`src/rtl/awc_pkg.sv`:
```
// ----------------------------------------------------------------------------
// awc_pkg
// Shared widths, constants and the CORDIC arctangent table for the Ackermann
// wheel command pipeline.
// ----------------------------------------------------------------------------
package awc_pkg;

	localparam int ANGLE_FRAC_BITS = 12;
	localparam int CORDIC_STEPS    = 16;

	// internal angle scale: rad * 2^ZF
	localparam int ZF  = 30;
	localparam int ZSH = ZF - ANGLE_FRAC_BITS;
	localparam int ZW  = 34;
	localparam int ZRW = ZW + 1;

	localparam int RW    = 32;   // rotation CORDIC x/y
	localparam int DW_IN = 46;   // n, d0, d1, 2*L*cos
	localparam int VW    = 48;   // vectoring CORDIC x/y
	localparam int AW    = 14;   // steering angle out
	localparam int SW    = 16;   // drive speed
	localparam int RTW   = 20;   // wheel rate out

	localparam logic signed [ZW-1:0] HALF_PI_Z = 34'sd1686629713;
	localparam logic signed [RW-1:0] CORDIC_X0 = 32'sd268435456;

	localparam int AMAX   = (1309 * (1 << ANGLE_FRAC_BITS) + 500) / 1000;
	localparam int HP_OUT = (1686629713 + (1 << (ZSH - 1))) >> ZSH;

	// restoring divider
	localparam int DIV_NW = 53;
	localparam int DIV_DW = 29;

	// configuration register indexes
	localparam logic [2:0] CFG_WHEELBASE = 3'd0;
	localparam logic [2:0] CFG_TRACK     = 3'd1;
	localparam logic [2:0] CFG_RADIUS    = 3'd2;
	localparam logic [2:0] CFG_THRESHOLD = 3'd3;
	localparam logic [2:0] CFG_OUTER     = 3'd4;
	localparam logic [2:0] CFG_INNER     = 3'd5;

	function automatic logic signed [ZW-1:0] atan_z(input int unsigned idx);
		case (idx)
			0:  return 34'sd843314857;
			1:  return 34'sd497837829;
			2:  return 34'sd263043837;
			3:  return 34'sd133525159;
			4:  return 34'sd67021687;
			5:  return 34'sd33543516;
			6:  return 34'sd16775851;
			7:  return 34'sd8388437;
			8:  return 34'sd4194283;
			9:  return 34'sd2097149;
			10: return 34'sd1048576;
			11: return 34'sd524288;
			12: return 34'sd262144;
			13: return 34'sd131072;
			14: return 34'sd65536;
			15: return 34'sd32768;
			16: return 34'sd16384;
			17: return 34'sd8192;
			18: return 34'sd4096;
			19: return 34'sd2048;
			20: return 34'sd1024;
			21: return 34'sd512;
			22: return 34'sd256;
			23: return 34'sd128;
			24: return 34'sd64;
			25: return 34'sd32;
			26: return 34'sd16;
			27: return 34'sd8;
			28: return 34'sd4;
			29: return 34'sd2;
			30: return 34'sd1;
			default: return '0;
		endcase
	endfunction

endpackage

```
`src/rtl/awc_rot.sv`:
```
// ----------------------------------------------------------------------------
// awc_rot
// Rotation-mode CORDIC pipeline, one micro-rotation per stage. Gives sin and
// cos scaled by the CORDIC gain (no correction).
// ----------------------------------------------------------------------------
module awc_rot (
	input  logic                         clk,
	input  logic                         arst_n,
	input  logic                         en,
	input  logic                         in_valid,
	input  logic signed [awc_pkg::ZW-1:0] z_in,
	output logic                         out_valid,
	output logic signed [awc_pkg::RW-1:0] sin_out,
	output logic signed [awc_pkg::RW-1:0] cos_out
);
	import awc_pkg::*;

	logic                 valid_s [CORDIC_STEPS];
	logic signed [RW-1:0] x_s     [CORDIC_STEPS];
	logic signed [RW-1:0] y_s     [CORDIC_STEPS];
	logic signed [ZW-1:0] z_s     [CORDIC_STEPS];

	for (genvar i = 0; i < CORDIC_STEPS; i++) begin : g_stage
		logic                 vin;
		logic signed [RW-1:0] xin;
		logic signed [RW-1:0] yin;
		logic signed [ZW-1:0] zin;

		if (i == 0) begin : g_first
			assign vin = in_valid;
			assign xin = CORDIC_X0;
			assign yin = '0;
			assign zin = z_in;
		end else begin : g_next
			assign vin = valid_s[i-1];
			assign xin = x_s[i-1];
			assign yin = y_s[i-1];
			assign zin = z_s[i-1];
		end

		always_ff @(posedge clk or negedge arst_n) begin
			if (!arst_n) begin
				valid_s[i] <= 1'b0;
			end else if (en) begin
				valid_s[i] <= vin;
			end
		end

		always_ff @(posedge clk) begin
			if (en) begin
				if (!zin[ZW-1]) begin
					x_s[i] <= xin - (yin >>> i);
					y_s[i] <= yin + (xin >>> i);
					z_s[i] <= zin - atan_z(i);
				end else begin
					x_s[i] <= xin + (yin >>> i);
					y_s[i] <= yin - (xin >>> i);
					z_s[i] <= zin + atan_z(i);
				end
			end
		end
	end

	assign out_valid = valid_s[CORDIC_STEPS-1];
	assign sin_out   = y_s[CORDIC_STEPS-1];
	assign cos_out   = x_s[CORDIC_STEPS-1];

endmodule

```
`config.mk`:
```
export PLATFORM = sky130hd
export DESIGN_NAME = awc_rot
export DESIGN_NICKNAME = d
export VERILOG_FILES = /design/src/rtl/awc_pkg.sv /design/src/rtl/awc_rot.sv
export SDC_FILE = /design/constraint.sdc
export NUM_CORES = 2
export LEC_CHECK = 0
export ABC_CLOCK_PERIOD_IN_PS = 4800
export BUFFER_PORTS_ARGS = -buffer_cell sky130_fd_sc_hd__clkbuf_2
export CAP_MARGIN = 10
export CORE_MARGIN = 2
export CORE_UTILIZATION = 50
export CTS_CLUSTER_DIAMETER = 60
export CTS_CLUSTER_SIZE = 24
export DETAILED_ROUTE_END_ITERATION = 8
export PLACE_DENSITY = 0.68
export SLEW_MARGIN = 0
export SYNTH_ARGS = -nofsm -noshare
export SYNTH_HDL_FRONTEND = slang
export SYNTH_SLANG_ARGS = --single-unit
export TNS_END_PERCENT = 10
```
`constraint.sdc`:
```
create_clock -name clk -period 4.8 [get_ports clk]
set_input_delay 1.44 -clock clk [delete_from_list [all_inputs] [get_ports clk]]
set_output_delay 1.44 -clock clk [all_outputs]
set_load 0.01 [all_outputs]
```
==> impl_results.md <==
- Status: completed
- Final Cycle Share: 96.1%
- First-pass GRT wire length: 391,000 um
- YS warnings: 0
- # setup viols final: 0
- CP max FO: 4
- Number of global-route vias before repair: 74,500
- Initial drt markers: 5,184
- CORE AREA: 183,000 um2
- Synthesized Nets: 10,400
- Core Rows: 157
- CTS tree: built
- First drt pass iteration count: 6
- DR DRC count: 0
- Fraction of layout cells with a size suffix above 1: 20.2%
- Max_slew headroom: 33.0%
- Hold buffer count at CTS: 0
- Synth Instances: 9,248
- CTS buffer count: 118
- Syn Area/Cell: 9.96 um2
- DR WL/cell: 18.2 um
- Setup crit end kind: flip-flop
- Minimum clock period: 4.61 ns
- CP Data Arrival Time: 5.14 ns
- CTS max path bufs: 3
- Critical Path RT: 5.33 ns
- Die area: 188,000 um2
- Initial antenna violation count: 1
- Post-synth EDFFs: 1,116
- Area Growth Syn to Fin: 22.1%
- Largest net degree at the start of global routing: 150
- Seq cells post-synth: 1,132
- Via density: 5.60
- Die width: 433 um
- Synth async-reset ratio: 1.41%
- Kind of critical path: flip-flop to flip-flop
- Placer Congestion: 0.940
- Sequential-to-total area share from yosys stat: 36.8%
- Clock root buffer: clkbuf_16
- Routed via count: 75,500
- Top Ports: 103
- Setup crit start kind: flip-flop
- Number of fill cells: 15,300
- Slew @ Worst Pin: 1.01 ns
- Final wirelength: 245,000 um
- Post-synth top area cell: edfxtp_1
- Die Span Y: 433 um
- Initial Util: 50.3%
- Maximum capacitance violations: 0
- Clock Sink Count: 1,132
- Worst Hold Class: flip-flop to flip-flop
- Max-slew violations: 0
- Final ANT Viol Nets: 0
- Area of the mapped netlist: 92,100 um2
- Clock latency on the worst-skew pair: 0.79 ns
- Main flop type after synthesis: edfxtp_1
- Hpwl dp: 199,000 um
- GRT overflow: 0
- RSZ-0062 raised after global routing: true
- Library cells used by synthesis: 111
- CTS H-tree lvls: 3
- Total GRT Usage: 25.8%
- Port Buffers: 102
- Nets: 12,100
- Synth area leaders: edfxtp_1 36%, ha_1 15%, xnor2_1 8.6%
- Count leader, synth: edfxtp_1
- Clock Skew: 0.0368 ns
- FMAX: 217 MHz
- Worst-path clk slew: 0.08 ns
- Synth top area share: 36.4%
- Hold Slack: 0.410 ns
- Synth top cells by count: 1,116 x edfxtp_1, 1,085 x ha_1, 940 x a21oi_1
- Fin. Hold Viols: 0
==> per-layer routing <==
metal  global-route usage, %  routed length (um)  part of all wire, %  vias to the layer above
met4                    8.35                7870                  3.2                        0
met1                    33.8              110000                   45                    36000
met2                    44.8              118000                   48                     1473
li1                        -                   -                    -                    37700
met5                       0                   0                    0                        -
met3                    2.39                9770                  4.0                      365
==> layout by cell type (no fill, tap or decap), types with 135 or more instances in the layout <==
| cell | count |
|---|---|
| xor2_1 | 445 |
| nand2b_1 | 158 |
| a21oi_1 | 925 |
| buf_4 | 1630 |
| nand3_1 | 166 |
| nor2b_1 | 140 |
| ha_1 | 1074 |
| inv_1 | 374 |
| o21a_1 | 135 |
| xnor2_1 | 908 |
| o21ai_0 | 425 |
| edfxtp_1 | 1116 |
| o21bai_1 | 151 |
| nor3_1 | 161 |
| a21o_1 | 481 |
| nand2_1 | 501 |
| nor2_1 | 587 |
==> area by class of cell <==
class / instances / area (um2) / share of cell area [%]
antenna: 1 / 2.50 / 0.00223
timing repair buffer: 1748 / 13100 / 11.6
inverter: 385 / 1470 / 1.31
multi-input combinational: 7544 / 56600 / 50.4
clock buffer: 124 / 3040 / 2.70
tap: 2464 / 3080 / 2.74
sequential: 1132 / 33900 / 30.2
clock inverter: 101 / 1240 / 1.11
==> cells by family after synthesis <==
logic type               synth area share (%)
AO/OA/AOI/OAI                            19.6
flip-flops                               36.8
XOR/XNOR                                 12.9
adder cells (fa/ha/maj)                  15.6
AND/OR/NAND/NOR                          11.6
multiplexers                             1.10
buffers and inverters                    2.34
==> repair_timing <==
item,4_1_cts,5_1_grt
buffers inserted,1,3
resized for setup,0,29
hold endpoints to repair,0,0
pin swaps,1,3
endpoints found under the setup margin,1,29
==> through the flow <==
step                cells  TNS (ns)  area [um2]  setup slack [ns]  util [%]
global route        13500    -0.195      112000           -0.0607      61.4
CTS                 13500         0      112000            0.0179      61.3
detailed placement  13300    -55.38      108000            -0.457      59.0
global placement    13300    -43.49      108000            -0.494      59.0
finish              13500         0      112000             0.187      61.4
floorplan            9248    -46.10       92900            -0.543         -
==> worst max-delay path, cell delays in order, from the launching register on <==
cell      delay [ns]
edfxtp_1        0.38
or3_4           0.40
or3b_2          0.46
or2_2           0.33
or3b_4          0.40
nand2_1         0.12
xor2_2          0.15
ha_1            0.26
a21o_1          0.17
a21o_1          0.18
a21o_1          0.19
a21o_1          0.20
a41oi_2         0.26
o22ai_2         0.13
o211ai_1        0.18
buf_4           0.17
o21ai_0         0.10
a31oi_1         0.21
xnor2_1         0.08
==> flip-flops by register name, indices dropped and copies added, names as in the netlist <==
name / cells
x_s: 358
z_s: 397
out_valid: 1
g_stage.vin: 15
y_s: 361
==> worst paths after layout <==
| path | start | endpoint | slack, ns | cells past startpoint |
|---|---|---|---|---|
| worst max-delay path | x_s[1][212] | y_s[1][253] | 0.19 | 18 |
| worst min-delay path | z_s[1][84] | z_s[1][118] | 0.41 | 0 |
| worst max register to register | x_s[1][212] | y_s[1][253] | 0.19 | 18 |
| worst min register to register | z_s[1][84] | z_s[1][118] | 0.41 | 0 |
| max in group asynchronous | arst_n | g_stage[1].vin | 3.96 | 1 |
| min in group asynchronous | arst_n | g_stage[15].vin | 0.57 | 1 |
Power is left out: the tool's default activity adds up to more than one toggle a clock period on the data nets, which glitch-free logic cannot reach.
